===== src/rtl/mlbc_pkg.sv =====
// Shared types and constants of the markdown line block classifier.
package mlbc_pkg;

	localparam int MAX_BLOCKS_DEF  = 256;
	localparam int OFFSET_BITS_DEF = 16;
	localparam int QUEUE_DEPTH     = 4;

	localparam logic [7:0] CH_HASH  = 8'h23;
	localparam logic [7:0] CH_MINUS = 8'h2d;
	localparam logic [7:0] CH_STAR  = 8'h2a;
	localparam logic [7:0] CH_PLUS  = 8'h2b;
	localparam logic [7:0] CH_DOT   = 8'h2e;
	localparam logic [7:0] CH_CR    = 8'h0d;
	localparam logic [7:0] CH_LF    = 8'h0a;
	localparam logic [7:0] CH_NUL   = 8'h00;
	localparam logic [7:0] CH_SPACE = 8'h20;
	localparam logic [7:0] CH_TAB   = 8'h09;
	localparam logic [7:0] CH_ZERO  = 8'h30;
	localparam logic [7:0] CH_NINE  = 8'h39;

	localparam logic [2:0] MAX_HASH = 3'd6;

	localparam logic [1:0] KIND_HEADING   = 2'd0;
	localparam logic [1:0] KIND_PARAGRAPH = 2'd1;
	localparam logic [1:0] KIND_UNORDERED = 2'd2;
	localparam logic [1:0] KIND_ORDERED   = 2'd3;

	localparam logic [1:0] ST_OK        = 2'd0;
	localparam logic [1:0] ST_EMPTY     = 2'd1;
	localparam logic [1:0] ST_MANY      = 2'd2;
	localparam logic [1:0] ST_TOO_LONG  = 2'd3;

	typedef enum logic [11:0] {
		PH_START   = 12'b0000_0000_0001,
		PH_HASH    = 12'b0000_0000_0010,
		PH_HASH_SP = 12'b0000_0000_0100,
		PH_HEAD    = 12'b0000_0000_1000,
		PH_UL_MARK = 12'b0000_0001_0000,
		PH_UL_SP   = 12'b0000_0010_0000,
		PH_UL      = 12'b0000_0100_0000,
		PH_DIGITS  = 12'b0000_1000_0000,
		PH_DOT     = 12'b0001_0000_0000,
		PH_OL_SP   = 12'b0010_0000_0000,
		PH_OL      = 12'b0100_0000_0000,
		PH_PARA    = 12'b1000_0000_0000
	} phase_t;

	typedef struct packed {
		logic [1:0]  block_kind;
		logic [2:0]  heading_depth;
		logic [15:0] line_offset;
		logic [15:0] line_length;
		logic [15:0] text_offset;
		logic [15:0] text_length;
		logic        is_summary;
		logic [1:0]  status_code;
		logic [8:0]  block_total;
		logic        last_of_document;
	} res_t;

	// one queue entry: up to two results caused by one input item, first one first
	typedef struct packed {
		logic r0_valid;
		logic r1_valid;
		res_t r0;
		res_t r1;
	} entry_t;

	function automatic res_t summary_res(logic [1:0] status, logic [8:0] total);
		res_t r;
		r                  = '0;
		r.is_summary       = 1'b1;
		r.status_code      = status;
		r.block_total      = total;
		r.last_of_document = 1'b1;
		return r;
	endfunction

endpackage


===== src/rtl/mlbc_front.sv =====
// Front part: byte intake, line splitting and line classification.
module mlbc_front import mlbc_pkg::*; #(
	parameter int MAX_BLOCKS  = MAX_BLOCKS_DEF,
	parameter int OFFSET_BITS = OFFSET_BITS_DEF
) (
	input  logic       clk,
	input  logic       arst_n,
	input  logic       in_valid,
	input  logic       q_ready,
	input  logic [7:0] data_byte,
	input  logic       byte_present,
	input  logic       end_of_document,
	output logic       push,
	output entry_t     ev
);

	localparam int OB = OFFSET_BITS;
	localparam int CW = $clog2(MAX_BLOCKS + 1);
	localparam logic [OB-1:0] LIMIT = {OB{1'b1}};

	typedef struct packed {
		res_t r;
		logic ovf;
	} close_t;

	logic [OB-1:0] pos_q, lbeg_q, tbeg_q;
	phase_t        phase_q;
	logic [2:0]    hash_q;
	logic          blank_q, cr_q, discard_q;
	logic [CW-1:0] blocks_q;

	logic [OB-1:0] pos_n, lbeg_n, tbeg_n;
	phase_t        phase_n;
	logic [2:0]    hash_n;
	logic          blank_n, cr_n, discard_n;
	logic [CW-1:0] blocks_n;
	entry_t        ev_c;
	close_t        cl_byte, cl_eod;
	logic          accept, digit, term;

	logic [OB-1:0] pos_m, lbeg_m, tbeg_m;
	phase_t        phase_m;
	logic [2:0]    hash_m;
	logic [CW-1:0] blocks_m;

	logic [OB-1:0] mid_tbeg;
	phase_t        mid_phase;
	logic [2:0]    mid_hash;

	logic [OB-1:0] tbeg_n_byte;
	phase_t        phase_n_byte;
	logic [2:0]    hash_n_byte;

	function automatic logic [15:0] to16(logic [OB-1:0] v);
		logic [OB+15:0] w;
		w = {16'b0, v};
		return w[15:0];
	endfunction

	function automatic logic [8:0] to9(logic [CW-1:0] v);
		logic [CW+8:0] w;
		w = {9'b0, v};
		return w[8:0];
	endfunction

	function automatic close_t do_close(phase_t ph, logic [2:0] hr, logic [OB-1:0] lb,
			logic [OB-1:0] tb, logic [OB-1:0] le, logic [CW-1:0] blk);
		close_t        c;
		logic [OB-1:0] co;
		logic [CW-1:0] nb;
		c       = '0;
		co      = lb;
		c.r.block_kind = KIND_PARAGRAPH;
		case (ph)
			PH_HEAD: begin
				c.r.block_kind    = KIND_HEADING;
				c.r.heading_depth = hr;
				co                = tb;
			end
			PH_UL: begin
				c.r.block_kind = KIND_UNORDERED;
				co             = tb;
			end
			PH_OL: begin
				c.r.block_kind = KIND_ORDERED;
				co             = tb;
			end
			default: ;
		endcase
		if (blk >= CW'(MAX_BLOCKS)) begin
			c.r   = summary_res(ST_MANY, to9(blk));
			c.ovf = 1'b1;
		end else begin
			nb                 = blk + 1'b1;
			c.r.line_offset    = to16(lb);
			c.r.line_length    = to16(le - lb);
			c.r.text_offset    = to16(co);
			c.r.text_length    = to16(le - co);
			c.r.block_total    = to9(nb);
		end
		return c;
	endfunction

	assign accept = in_valid && q_ready;
	assign digit  = (data_byte >= CH_ZERO) && (data_byte <= CH_NINE);
	assign term   = (data_byte == CH_CR) || (data_byte == CH_LF) || (data_byte == CH_NUL);

	assign cl_byte = do_close(phase_q, hash_q, lbeg_q, tbeg_q, pos_q, blocks_q);

	always_comb begin
		pos_n     = pos_q;
		lbeg_n    = lbeg_q;
		tbeg_n    = tbeg_q;
		phase_n   = phase_q;
		hash_n    = hash_q;
		blank_n   = blank_q;
		cr_n      = cr_q;
		blocks_n  = blocks_q;
		discard_n = discard_q;
		ev_c      = '0;

		if (byte_present && !discard_q) begin
			if (pos_q == LIMIT) begin
				ev_c.r0_valid = 1'b1;
				ev_c.r0       = summary_res(ST_TOO_LONG, to9(blocks_q));
				discard_n     = 1'b1;
			end else begin
				pos_n = pos_q + 1'b1;
				cr_n  = 1'b0;
				if ((cr_q && data_byte == CH_LF) || term) begin
					// a terminator, or the LF half of a CRLF
					if (term && !(cr_q && data_byte == CH_LF) && !blank_q) begin
						ev_c.r0_valid = 1'b1;
						ev_c.r0       = cl_byte.r;
						if (cl_byte.ovf)
							discard_n = 1'b1;
						else
							blocks_n = blocks_q + 1'b1;
					end
					if (!(cr_q && data_byte == CH_LF))
						cr_n = (data_byte == CH_CR);
					lbeg_n  = pos_q + 1'b1;
					tbeg_n  = pos_q + 1'b1;
					phase_n = PH_START;
					hash_n  = '0;
					blank_n = 1'b1;
				end else begin
					if (data_byte != CH_SPACE && data_byte != CH_TAB)
						blank_n = 1'b0;
					case (phase_q)
						PH_START: begin
							if (data_byte == CH_HASH) begin
								phase_n = PH_HASH;
								hash_n  = 3'd1;
							end else if (data_byte == CH_MINUS || data_byte == CH_STAR
									|| data_byte == CH_PLUS)
								phase_n = PH_UL_MARK;
							else if (digit)
								phase_n = PH_DIGITS;
							else
								phase_n = PH_PARA;
						end
						PH_HASH: begin
							if (data_byte == CH_HASH && hash_q < MAX_HASH)
								hash_n = hash_q + 1'b1;
							else if (data_byte == CH_SPACE) begin
								phase_n = PH_HASH_SP;
								tbeg_n  = pos_q + 1'b1;
							end else begin
								phase_n = PH_PARA;
								hash_n  = '0;
							end
						end
						PH_HASH_SP: phase_n = PH_HEAD;
						PH_UL_MARK: begin
							if (data_byte == CH_SPACE) begin
								phase_n = PH_UL_SP;
								tbeg_n  = pos_q + 1'b1;
							end else
								phase_n = PH_PARA;
						end
						PH_UL_SP: phase_n = PH_UL;
						PH_DIGITS: begin
							if (data_byte == CH_DOT)
								phase_n = PH_DOT;
							else if (!digit)
								phase_n = PH_PARA;
						end
						PH_DOT: begin
							if (data_byte == CH_SPACE) begin
								phase_n = PH_OL_SP;
								tbeg_n  = pos_q + 1'b1;
							end else
								phase_n = PH_PARA;
						end
						PH_OL_SP: phase_n = PH_OL;
						default: ;
					endcase
				end
			end
		end

		if (end_of_document) begin
			if (!discard_n) begin
				// an open line is closed by the end of the document
				if (!blank_n) begin
					ev_c.r0_valid = 1'b1;
					ev_c.r0       = cl_eod.r;
					if (cl_eod.ovf)
						discard_n = 1'b1;
					else
						blocks_n = blocks_n + 1'b1;
				end
				if (!discard_n) begin
					ev_c.r1_valid = 1'b1;
					ev_c.r1 = summary_res((blocks_n == '0) ? ST_EMPTY : ST_OK, to9(blocks_n));
				end
			end
			pos_n     = '0;
			lbeg_n    = '0;
			tbeg_n    = '0;
			phase_n   = PH_START;
			hash_n    = '0;
			blank_n   = 1'b1;
			cr_n      = 1'b0;
			blocks_n  = '0;
			discard_n = 1'b0;
		end
	end

	// close at end of document sees the state left by this item's byte
	always_comb begin
		pos_m    = pos_q;
		lbeg_m   = lbeg_q;
		tbeg_m   = tbeg_q;
		phase_m  = phase_q;
		hash_m   = hash_q;
		blocks_m = blocks_q;
		if (byte_present && !discard_q && pos_q != LIMIT) begin
			pos_m = pos_q + 1'b1;
			if (!term && !(cr_q && data_byte == CH_LF)) begin
				tbeg_m  = mid_tbeg;
				phase_m = mid_phase;
				hash_m  = mid_hash;
			end
		end
	end

	// the line state after a non-terminator byte is exactly what the byte path computes
	assign mid_tbeg  = tbeg_n_byte;
	assign mid_phase = phase_n_byte;
	assign mid_hash  = hash_n_byte;

	always_comb begin
		tbeg_n_byte  = tbeg_q;
		phase_n_byte = phase_q;
		hash_n_byte  = hash_q;
		case (phase_q)
			PH_START: begin
				if (data_byte == CH_HASH) begin
					phase_n_byte = PH_HASH;
					hash_n_byte  = 3'd1;
				end else if (data_byte == CH_MINUS || data_byte == CH_STAR
						|| data_byte == CH_PLUS)
					phase_n_byte = PH_UL_MARK;
				else if (digit)
					phase_n_byte = PH_DIGITS;
				else
					phase_n_byte = PH_PARA;
			end
			PH_HASH: begin
				if (data_byte == CH_HASH && hash_q < MAX_HASH)
					hash_n_byte = hash_q + 1'b1;
				else if (data_byte == CH_SPACE) begin
					phase_n_byte = PH_HASH_SP;
					tbeg_n_byte  = pos_q + 1'b1;
				end else begin
					phase_n_byte = PH_PARA;
					hash_n_byte  = '0;
				end
			end
			PH_HASH_SP: phase_n_byte = PH_HEAD;
			PH_UL_MARK: begin
				if (data_byte == CH_SPACE) begin
					phase_n_byte = PH_UL_SP;
					tbeg_n_byte  = pos_q + 1'b1;
				end else
					phase_n_byte = PH_PARA;
			end
			PH_UL_SP: phase_n_byte = PH_UL;
			PH_DIGITS: begin
				if (data_byte == CH_DOT)
					phase_n_byte = PH_DOT;
				else if (!digit)
					phase_n_byte = PH_PARA;
			end
			PH_DOT: begin
				if (data_byte == CH_SPACE) begin
					phase_n_byte = PH_OL_SP;
					tbeg_n_byte  = pos_q + 1'b1;
				end else
					phase_n_byte = PH_PARA;
			end
			PH_OL_SP: phase_n_byte = PH_OL;
			default: ;
		endcase
	end

	// a byte that closed a line leaves it blank, so only the line begin matters there
	assign cl_eod = do_close(phase_m, hash_m, lbeg_m, tbeg_m, pos_m, blocks_m);

	assign push = accept && (ev_c.r0_valid || ev_c.r1_valid);
	assign ev   = ev_c;

	always_ff @(posedge clk or negedge arst_n) begin
		if (!arst_n) begin
			pos_q     <= '0;
			lbeg_q    <= '0;
			tbeg_q    <= '0;
			phase_q   <= PH_START;
			hash_q    <= '0;
			blank_q   <= 1'b1;
			cr_q      <= 1'b0;
			blocks_q  <= '0;
			discard_q <= 1'b0;
		end else if (accept) begin
			pos_q     <= pos_n;
			lbeg_q    <= lbeg_n;
			tbeg_q    <= tbeg_n;
			phase_q   <= phase_n;
			hash_q    <= hash_n;
			blank_q   <= blank_n;
			cr_q      <= cr_n;
			blocks_q  <= blocks_n;
			discard_q <= discard_n;
		end
	end

endmodule


===== src/rtl/mlbc_queue.sv =====
// Short register queue between the classifier front and the output back.
module mlbc_queue import mlbc_pkg::*; (
	input  logic   clk,
	input  logic   arst_n,
	input  logic   push,
	input  entry_t din,
	output logic   ready,
	input  logic   pop,
	output logic   valid,
	output entry_t dout
);

	localparam int AW = $clog2(QUEUE_DEPTH);
	localparam int CW = $clog2(QUEUE_DEPTH + 1);

	entry_t        mem_q [QUEUE_DEPTH];
	logic [AW-1:0] wr_q, rd_q;
	logic [CW-1:0] cnt_q;
	logic          do_push, do_pop;

	assign ready   = (cnt_q != CW'(QUEUE_DEPTH));
	assign valid   = (cnt_q != '0);
	assign dout    = mem_q[rd_q];
	assign do_push = push && ready;
	assign do_pop  = pop && valid;

	always_ff @(posedge clk) begin
		if (do_push)
			mem_q[wr_q] <= din;
	end

	always_ff @(posedge clk or negedge arst_n) begin
		if (!arst_n) begin
			wr_q  <= '0;
			rd_q  <= '0;
			cnt_q <= '0;
		end else begin
			if (do_push)
				wr_q <= (wr_q == AW'(QUEUE_DEPTH - 1)) ? '0 : wr_q + 1'b1;
			if (do_pop)
				rd_q <= (rd_q == AW'(QUEUE_DEPTH - 1)) ? '0 : rd_q + 1'b1;
			if (do_push && !do_pop)
				cnt_q <= cnt_q + 1'b1;
			else if (do_pop && !do_push)
				cnt_q <= cnt_q - 1'b1;
		end
	end

endmodule


===== src/rtl/mlbc_back.sv =====
// Back part: expands queue entries into single results behind an output register.
module mlbc_back import mlbc_pkg::*; (
	input  logic   clk,
	input  logic   arst_n,
	input  logic   q_valid,
	input  entry_t q_entry,
	output logic   q_pop,
	output logic   out_valid,
	input  logic   out_ready,
	output res_t   out_res
);

	logic out_valid_q, sub_q;
	res_t out_res_q;
	logic free, sel_first, load;
	res_t nxt;

	assign free      = !out_valid_q || out_ready;
	assign sel_first = q_entry.r0_valid && !sub_q;
	assign load      = free && q_valid;
	// an entry with two results stays at the head until its second one is taken
	assign q_pop     = load && !(sel_first && q_entry.r1_valid);
	assign nxt       = sel_first ? q_entry.r0 : q_entry.r1;

	always_ff @(posedge clk or negedge arst_n) begin
		if (!arst_n) begin
			out_valid_q <= 1'b0;
			sub_q       <= 1'b0;
		end else if (free) begin
			out_valid_q <= q_valid;
			if (q_valid)
				sub_q <= sel_first && q_entry.r1_valid;
		end
	end

	always_ff @(posedge clk) begin
		if (load)
			out_res_q <= nxt;
	end

	assign out_valid = out_valid_q;
	assign out_res   = out_res_q;

endmodule


===== src/rtl/markdown_line_block_classifier.sv =====
// Top level of the markdown line block classifier.
// One document byte is taken per cycle while the queue has room (tuser marks a present
// byte, tlast closes the document). Each non-blank line gives one descriptor when its
// terminator arrives; the end of a document gives a summary, so an item may cause two
// results, which leave one after the other, first one first. Intake and output are
// parted by a four-entry queue of per-item result records and an output register, so
// the input side keeps taking one byte per cycle while results wait, and stalls only
// when the queue is full. Results pass through the queue and then the output register.
module markdown_line_block_classifier import mlbc_pkg::*; #(
	parameter int MAX_BLOCKS  = MAX_BLOCKS_DEF,
	parameter int OFFSET_BITS = OFFSET_BITS_DEF
) (
	input  logic        clk,
	input  logic        arst_n,
	input  logic        s_axis_tvalid,
	output logic        s_axis_tready,
	input  logic [7:0]  s_axis_tdata,  // data_byte
	input  logic        s_axis_tuser,  // byte_present
	input  logic        s_axis_tlast,  // end_of_document
	output logic        m_axis_tvalid,
	input  logic        m_axis_tready,
	// block_kind, heading_depth, line_offset, line_length, text_offset,
	// text_length, status_code, block_total
	output logic [79:0] m_axis_tdata,
	output logic        m_axis_tuser,  // is_summary
	output logic        m_axis_tlast   // last_of_document
);

	logic   q_ready, push, q_valid, q_pop;
	entry_t ev, q_entry;
	res_t   res;

	mlbc_front #(
		.MAX_BLOCKS (MAX_BLOCKS),
		.OFFSET_BITS(OFFSET_BITS)
	) u_front (
		.clk            (clk),
		.arst_n         (arst_n),
		.in_valid       (s_axis_tvalid),
		.q_ready        (q_ready),
		.data_byte      (s_axis_tdata),
		.byte_present   (s_axis_tuser),
		.end_of_document(s_axis_tlast),
		.push           (push),
		.ev             (ev)
	);

	mlbc_queue u_queue (
		.clk   (clk),
		.arst_n(arst_n),
		.push  (push),
		.din   (ev),
		.ready (q_ready),
		.pop   (q_pop),
		.valid (q_valid),
		.dout  (q_entry)
	);

	mlbc_back u_back (
		.clk      (clk),
		.arst_n   (arst_n),
		.q_valid  (q_valid),
		.q_entry  (q_entry),
		.q_pop    (q_pop),
		.out_valid(m_axis_tvalid),
		.out_ready(m_axis_tready),
		.out_res  (res)
	);

	assign s_axis_tready = q_ready;
	assign m_axis_tdata  = {res.block_total, res.status_code, res.text_length,
		res.text_offset, res.line_length, res.line_offset, res.heading_depth,
		res.block_kind};
	assign m_axis_tuser  = res.is_summary;
	assign m_axis_tlast  = res.last_of_document;

endmodule


===== config.mk =====
export PLATFORM = sky130hd
export DESIGN_NAME = markdown_line_block_classifier
export DESIGN_NICKNAME = d
export VERILOG_FILES = /design/src/rtl/mlbc_pkg.sv /design/src/rtl/mlbc_front.sv /design/src/rtl/mlbc_queue.sv /design/src/rtl/mlbc_back.sv /design/src/rtl/markdown_line_block_classifier.sv
export SDC_FILE = /design/constraint.sdc
export NUM_CORES = 1
export LEC_CHECK = 0
export ABC_AREA = 1
export BUFFER_PORTS_ARGS = -buffer_cell sky130_fd_sc_hd__buf_2
export CAP_MARGIN = 30
export CORE_MARGIN = 2
export CORE_UTILIZATION = 65
export DETAILED_ROUTE_END_ITERATION = 7
export PLACE_DENSITY = 0.8
export SYNTH_ARGS = -nofsm -noshare
export SYNTH_HDL_FRONTEND = slang
export SYNTH_SLANG_ARGS = --single-unit

===== constraint.sdc =====
create_clock -name clk -period 10.2 [get_ports clk]
set_clock_uncertainty 0.2 [all_clocks]
set_input_delay 2.04 -clock clk [delete_from_list [all_inputs] [get_ports clk]]
set_output_delay 2.04 -clock clk [all_outputs]
set_load 0.05 [all_outputs]

==> impl_metrics.json, run 1 <==
{
  "path_common_cell": "nand2_1",
  "preCtsSetupSlack_ns": 3.02,
  "cp_slowest_cell": "inv_4",
  "hold_ws_ns": 0.339,
  "multiInputGateArea_um2": 9330,
  "synth-seq-area-share_pct": 59.2,
  "hold_class": "flop to flop",
  "finish.net_count": 2812,
  "crit_end_element": "flop",
  "cts_num_sinks": 533,
  "worst_path_largest_cell_delay_ns": 0.34,
  "gates_resized_cts_repair": 0,
  "timing_hold_violations_final": 0,
  "die_area_um2": 42100,
  "post_synth_inst_count": 2659,
  "avgRoutedWirePerCell_um": 21.3,
  "clk-insertion-delay-late_ns": 0.61,
  "power.share.switching_pct": 40.5,
  "worst_setup_hold_path_clk_slew_ns": 0.06,
  "setup.worst_path.class": "primary input to flop",
  "net_load_switching_power_mw": 3.18,
  "ant_nets": 0,
  "num_vias": 20300,
  "rsz0062_at_grt": "false",
  "synth_enable_flop_cells": 449,
  "levels_on_crit_path": 29,
  "yosys_warnings": 0,
  "yosys_register_bits": 533,
  "postSynth.topFlopCell": "edfxtp_1",
  "floorplan.initialDensity_pct": 66.1,
  "dpl.cell_count": 3190,
  "synth.largest_area_cell": "edfxtp_1",
  "final_min_period_over_clock_period_pct": 66.4,
  "drv.max_cap_violation_count": 0,
  "routed_wirelength_um": 70000,
  "critPathArrivalTime_ns": 6.94,
  "worstPathMaxFanout": 34,
  "synth_cell_type_count": 60,
  "globalRoute.totalOverflow": 0,
  "synth.top_cell.area_share_pct": 51.2,
  "startpoint_type": "primary input",
  "count_of_fill_cells_added_during_filler_insertion": 2779,
  "io_pins": 98,
  "cts.root.buffer_cell": "clkbuf_16",
  "power.combinational.fraction_pct": 37.0,
  "worstRegToRegCells": 25,
  "final_max_slew_viol_count": 0,
  "io_buffers": 97,
  "netlist_area_um2": 26300,
  "clock_tree.htree_level_count": 2,
  "synth_compound_area_share_pct": 14.3,
  "post_drt_via_cell_ratio": 6.18,
  "ys_async_rst_share_pct": 15.8,
  "ys_top_cells_by_area": "edfxtp_1 (51%), dfrtp_1 (7.8%), nor2_1 (6.8%)",
  "cp.buffers_inverters": 5,
  "finalCriticalPeriod_ns": 6.77,
  "static-leakage-power_nw": 11.3,
  "instances_no_fill": 3287,
  "route.detailed.drc": 0,
  "dieHeight_um": 205,
  "clock_buffer_depth": 3,
  "power_per_cell_area_nw_per_um2": 271,
  "dr.first_iter.drc_count": 2086,
  "run_status": "finished, final reports clean",
  "antenna_found_initial": 0,
  "post_synthesis_to_final_layout_area_growth_pct": 9.99,
  "numCtsBuffers": 52,
  "floorplan.die.width_um": 205,
  "synthesis.area_per_instance_um2": 9.90,
  "timing.fmax_mhz": 148,
  "synth_xor_area_share_pct": 1.80,
  "cts_hold_buf": 0,
  "finalSetupTns_ns": 0,
  "post_synth_and_or_nand_nor_area_fraction_pct": 15.4,
  "power_frac_clock_pct": 24.0,
  "core_area_um2": 39800,
  "critical-path-top-delay-family": "compound AO/OA/AOI/OAI gates",
  "sequential_cell_area_um2": 15600,
  "cp.required_ns": 10.37,
  "timing_worst_slew_pin_value_ns": 1.09,
  "vdd_ir_drop_max_uv": 209,
  "final.setup.worst_slack_ns": 3.43,
  "fp-row-count": 73,
  "drtPass1Iterations": 6,
  "synth_fa_ha_area_share_pct": 3.80,
  "tritoncts": "done",
  "cts.repair_timing.setup_buffer_count": 0,
  "worst_max_slew_margin_expressed_relative_to_the_limit_pct": 27.4,
  "synthesis.nets": 2750,
  "setup_viol": 0,
  "hpwlAfterDp_um": 46300,
  "power_mw": 7.83,
  "min_delay_path_depth": 2,
  "gp_routability_congestion": 0.966,
  "mux_cell_area_share_after_synthesis_pct": 0,
  "internal_power_mw": 4.66,
  "wire_length_of_the_first_global_routing_pass_um": 107000,
  "p_seq_share_pct": 39.1,
  "share_of_layout_cells_above_drive_strength_1_pct": 10.6,
  "pin_count_of_the_biggest_net_entering_global_routing": 101,
  "synth_top_family_by_area": "simple AND/OR/NAND/NOR gates",
  "vias_in_the_first_global_route": 19200,
  "grt.total_usage_pct": 33.6
}
## registers in the layout (all words and copies together) (netlist names)
register and cells:
u_back.out_res 81, u_back.out_valid 1, u_back.sub_q 1, u_front.blank_q 1
u_front.blocks_m 9, u_front.cr_q 1, u_front.discard_q 1, u_front.hash_q 3
u_front.lbeg_m 16, u_front.phase_q 12, u_front.pos_q 16, u_front.tbeg_q 16
u_queue.cnt_q 3, u_queue.mem_q 368, u_queue.rd_q 2, u_queue.wr_q 2
## area by class of cell
class,instances,area share [%]
timing repair buffer,119,2.50
clock buffer,58,4.72
sequential,533,53.9
tap,525,2.27
antenna,1,0.00865
clock inverter,36,1.05
multi-input combinational,1758,32.2
inverter,257,3.35
## worst paths after layout
check	endpoint	from	slack, ns
max	u_queue.mem_q[2][108]	s_axis_tdata[2]	3.43
min	u_front.cr_q	u_front.cr_q	0.34
max reg2reg	u_queue.mem_q[2][110]	u_front.phase_q[0]	3.61
min reg2reg	u_front.cr_q	u_front.cr_q	0.34
max in group asynchronous	u_queue.rd_q[0]	arst_n	7.36
min in group asynchronous	u_front.phase_q[2]	arst_n	1.17
## per-stage QoR
stage	area, um2	utilization (%)
after detailed placement	27200	68.4
final	28900	72.7
after global placement	27200	68.4
after CTS	28900	72.6
after global routing	28900	72.7
after floorplan	26300	-
## power by group through the flow
stage | combinational [mW] | clock, mW | sequential, mW
finish | 2.90 | 1.88 | 3.06
global route | 3.14 | 1.97 | 3.09
detailed placement | 2.83 | 0 | 3.10
global placement | 2.76 | 0 | 3.08
floorplan | 1.53 | 0 | 3.65
CTS | 2.86 | 1.89 | 3.06
## cells by family (layout without fill, tap and decap cells)
group                      count (synthesis)  after routing
AOI/OAI and AO/OA                        682            682
DFF                                      533            533
and+or+nand+nor                          945            945
xor gates and xnor gates                  54             54
adders and majority gates                 77             77
buffers and inverters                    368            470
other                                      0              1
## cell usage after synthesis (5+ instances only)
| cell | number |
|---|---|
| nand2_2 | 13 |
| nor2_1 | 479 |
| xor2_1 | 43 |
| nor2_2 | 13 |
| edfxtp_1 | 449 |
| o22ai_1 | 102 |
| o21ai_0 | 320 |
| o31ai_1 | 5 |
| nor3_1 | 37 |
| nor4_1 | 6 |
| a31oi_1 | 13 |
| buf_2 | 6 |
| inv_2 | 16 |
| buf_4 | 7 |
| o211ai_1 | 14 |
| nor2_4 | 13 |
| o21ai_2 | 5 |
| clkbuf_1 | 89 |
| nand3_1 | 66 |
| a21oi_1 | 166 |
| nand4_1 | 10 |
| inv_1 | 236 |
| xnor2_1 | 11 |
| buf_1 | 5 |
| nand2_1 | 286 |
| fa_1 | 5 |
| dfrtp_1 | 82 |
| o21ai_1 | 23 |
| ha_1 | 72 |
| o21bai_1 | 5 |
## routing by layer
metal | wire length, um | GRT usage (%) | part of all wire [%] | vias up
met3 | 6230 | 5.13 | 8.9 | 157
met4 | 2300 | 12.4 | 3.3 | 0
met5 | 0 | 0 | 0 | -
met2 | 32300 | 52.7 | 46 | 1061
met1 | 29200 | 48.0 | 42 | 9711
li1 | - | - | - | 9371
## worst reg2reg max path, delay by kind of cell, from the launching register on
kind / cells / cell delay [ns]
AO/OA/AOI/OAI: 8 / 2.28
AND/OR/NAND/NOR: 13 / 1.94
buffers and inverters: 3 / 0.99
flip-flops: 1 / 0.57
adder cells (fa/ha/maj): 1 / 0.34
## cells in the final DEF, fill, tap and decap left out, drive strengths merged, types with 2 or more instances in the layout
cell type,instances
a211oi,2
a21boi,3
a21o,2
a21oi,169
a221oi,2
a31oi,13
and2,2
buf,118
bufinv,4
clkbuf,59
clkinv,26
clkinvlp,7
dfrtp,82
dfstp,2
edfxtp,449
fa,5
ha,72
inv,256
nand2,303
nand3,73
nand3b,3
nand4,10
nor2,506
nor3,39
nor4,6
o2111ai,4
o211ai,14
o21ai,349
o21bai,5
o221ai,2
o22ai,102
o31ai,5
o32ai,4
or2,3
xnor2,11
xor2,43
No activity file was read; power rests on OpenSTA's default activity.
==> run 2: changes to the inputs <==
--- a/config.mk
+++ b/config.mk
@@ -9,9 +9,9 @@
 export BUFFER_PORTS_ARGS = -buffer_cell sky130_fd_sc_hd__buf_2
 export CAP_MARGIN = 30
 export CORE_MARGIN = 2
-export CORE_UTILIZATION = 65
+export CORE_UTILIZATION = 62
 export DETAILED_ROUTE_END_ITERATION = 7
-export PLACE_DENSITY = 0.8
+export PLACE_DENSITY = 0.77
 export SYNTH_ARGS = -nofsm -noshare
 export SYNTH_HDL_FRONTEND = slang
 export SYNTH_SLANG_ARGS = --single-unit
==> constraint.sdc (replaced) <==
create_clock -name clk -period 6.7 [get_ports clk]
set_clock_uncertainty 0.2 [all_clocks]
set_input_delay 1.34 -clock clk [delete_from_list [all_inputs] [get_ports clk]]
set_output_delay 1.34 -clock clk [all_outputs]
set_load 0.05 [all_outputs]
==> run 2 against run 1 <==
Net effect: core utilization down 3.1 points; hold slack lost 0.042 ns; sequential power is 52% higher; non-clock buffer count rose by 17; critical path type unchanged; combinational power is 51% higher; register-to-register slack got worse by 2.6 ns; clock power up 60%; critical endpoint is now u_queue.mem_q[1][108]; setup slack got worse by 2.5 ns; first-iteration DRC count fell by 3.8%; largest cell class unchanged.
==> impl_metrics.json, run 2 (synthesis gave the netlist of run 1 again) <==
{
  "run_status": "finished, final reports clean",
  "globalRoute.totalOverflow": 0,
  "wire_length_of_the_first_global_routing_pass_um": 110000,
  "worst_max_slew_margin_expressed_relative_to_the_limit_pct": 30.5,
  "layout.cells.most_common_list": "nor2_1 (475), edfxtp_1 (449), o21ai_0 (319)",
  "largest_reg_flops": 368,
  "rsz0062_at_grt": "false",
  "num_vias": 20300,
  "grt.total_usage_pct": 32.7,
  "clock_buffer_depth": 3,
  "avgRoutedWirePerCell_um": 21.5,
  "routed_wirelength_um": 71400,
  "cts_hold_buf": 0,
  "timing_hold_violations_final": 0,
  "worst_setup_hold_path_clk_slew_ns": 0.06,
  "instances_no_fill": 3322,
  "worstPathMaxFanout": 34,
  "dpl_cell_area_um2": 27400,
  "gp_routability_congestion": 0.985,
  "fp-row-count": 75,
  "registers.top_by_ff_count": "u_queue.mem_q",
  "route.detailed.drc": 0,
  "power_per_cell_area_nw_per_um2": 413,
  "floorplan.die.width_um": 210,
  "critPathArrivalTime_ns": 5.97,
  "cts_num_sinks": 533,
  "setup_viol": 0,
  "io_pins": 98,
  "antenna_found_initial": 1,
  "finish.net_count": 2829,
  "final_min_period_over_clock_period_pct": 86.3,
  "clock_tree.htree_level_count": 2,
  "setup.worst_path.class": "primary input to flop",
  "cts.root.buffer_cell": "clkbuf_16",
  "tritoncts": "done",
  "final_max_slew_viol_count": 0,
  "share_of_layout_cells_above_drive_strength_1_pct": 11.1,
  "floorplan.initialDensity_pct": 62.7,
  "hpwlAfterDp_um": 47400,
  "dr.first_iter.drc_count": 2007,
  "vias_in_the_first_global_route": 19500,
  "io_buffers": 97,
  "drv.max_cap_violation_count": 0,
  "dpl.cell_count": 3222,
  "count_of_fill_cells_added_during_filler_insertion": 3113,
  "static-leakage-power_nw": 11.5,
  "numCtsBuffers": 52,
  "crit_end_element": "flop",
  "cts.repair_timing.setup_buffer_count": 0,
  "core_area_um2": 41900,
  "hold_class": "flop to flop",
  "dieHeight_um": 210,
  "timing.fmax_mhz": 173,
  "gates_resized_cts_repair": 0,
  "vdd_ir_drop_max_uv": 320,
  "ant_nets": 0,
  "mostFrequentLayoutCell": "nor2_1",
  "cp.required_ns": 6.89,
  "finalSetupTns_ns": 0,
  "startpoint_type": "primary input",
  "clk-insertion-delay-late_ns": 0.61,
  "post_drt_via_cell_ratio": 6.12,
  "drtPass1Iterations": 6,
  "finalCriticalPeriod_ns": 5.78,
  "die_area_um2": 44100,
  "layout.cell_area.non_filler_um2": 29200,
  "pin_count_of_the_biggest_net_entering_global_routing": 96,
  "post_synthesis_to_final_layout_area_growth_pct": 10.9,
  "timing_worst_slew_pin_value_ns": 1.04
}
==> run 2: path summary, 6_finish.rpt <==
kind                             startpoint  cells past startpoint  slack (ns)               endpoint
max                            s_axis_tuser                     21        0.92  u_queue.mem_q[1][108]
min                            u_front.cr_q                      2        0.30           u_front.cr_q
max reg2reg                u_front.pos_q[1]                     24        0.99  u_queue.mem_q[1][108]
min reg2reg                    u_front.cr_q                      2        0.30           u_front.cr_q
max in group asynchronous            arst_n                      2        4.67        u_queue.rd_q[0]
min in group asynchronous            arst_n                      1        0.63           u_front.cr_q
==> run 2: power breakdown <==
group / internal, mW / switching (mW)
Combinational: 1.06 / 3.32
Sequential: 4.41 / 0.255
Clock: 1.77 / 1.24
Total: 7.23 / 4.82
==> run 2: critical path, stage by stage <==
cell,delay [ns]
buf_2,0.11
nand2_1,0.21
nor2_4,0.41
nand2_8,0.19
inv_4,0.37
nand3_1,0.20
a21oi_2,0.25
nand3_4,0.15
nand3_4,0.29
buf_4,0.26
o21ai_1,0.12
ha_1,0.41
nand4_1,0.12
o221ai_1,0.38
nand2_1,0.09
nand2_1,0.07
a21oi_1,0.08
o21ai_0,0.31
a21boi_0,0.16
and2_1,0.16
o22ai_1,0.25
==> run 2: through the flow <==
step	util [%]	hold WS, ns	setup WS [ns]	power, mW
6_report	69.6	0.296	0.921	12.0
5_1_grt	69.6	0.320	0.561	12.6
4_1_cts	69.6	0.299	1.02	12.1
3_5_place_dp	65.3	0.286	0.432	9.04
3_3_place_gp	65.3	0.286	0.537	8.92
2_1_floorplan	-	0.246	-0.604	7.86
==> run 2: layer usage <==
layer	routed length, um	part of all wire (%)	global-route usage, %	up-vias
li1	-	-	-	9389
met1	30200	42	46.2	9833
met2	33000	46	51.4	974
met3	6170	8.6	6.35	143
met4	2020	2.8	10.9	0
met5	0	0	0	-
==> run 2: final cells by class <==
cell class	instances	area (um2)	area share [%]
Clock inverter	28	317	1.08
Timing Repair Buffer	136	838	2.87
Antenna cell	1	2.50	0.00857
Sequential cell	533	15600	53.4
Clock buffer	70	1460	5.01
Tap cell	539	674	2.31
Inverter	257	970	3.32
Multi-Input combinational cell	1758	9330	32.0
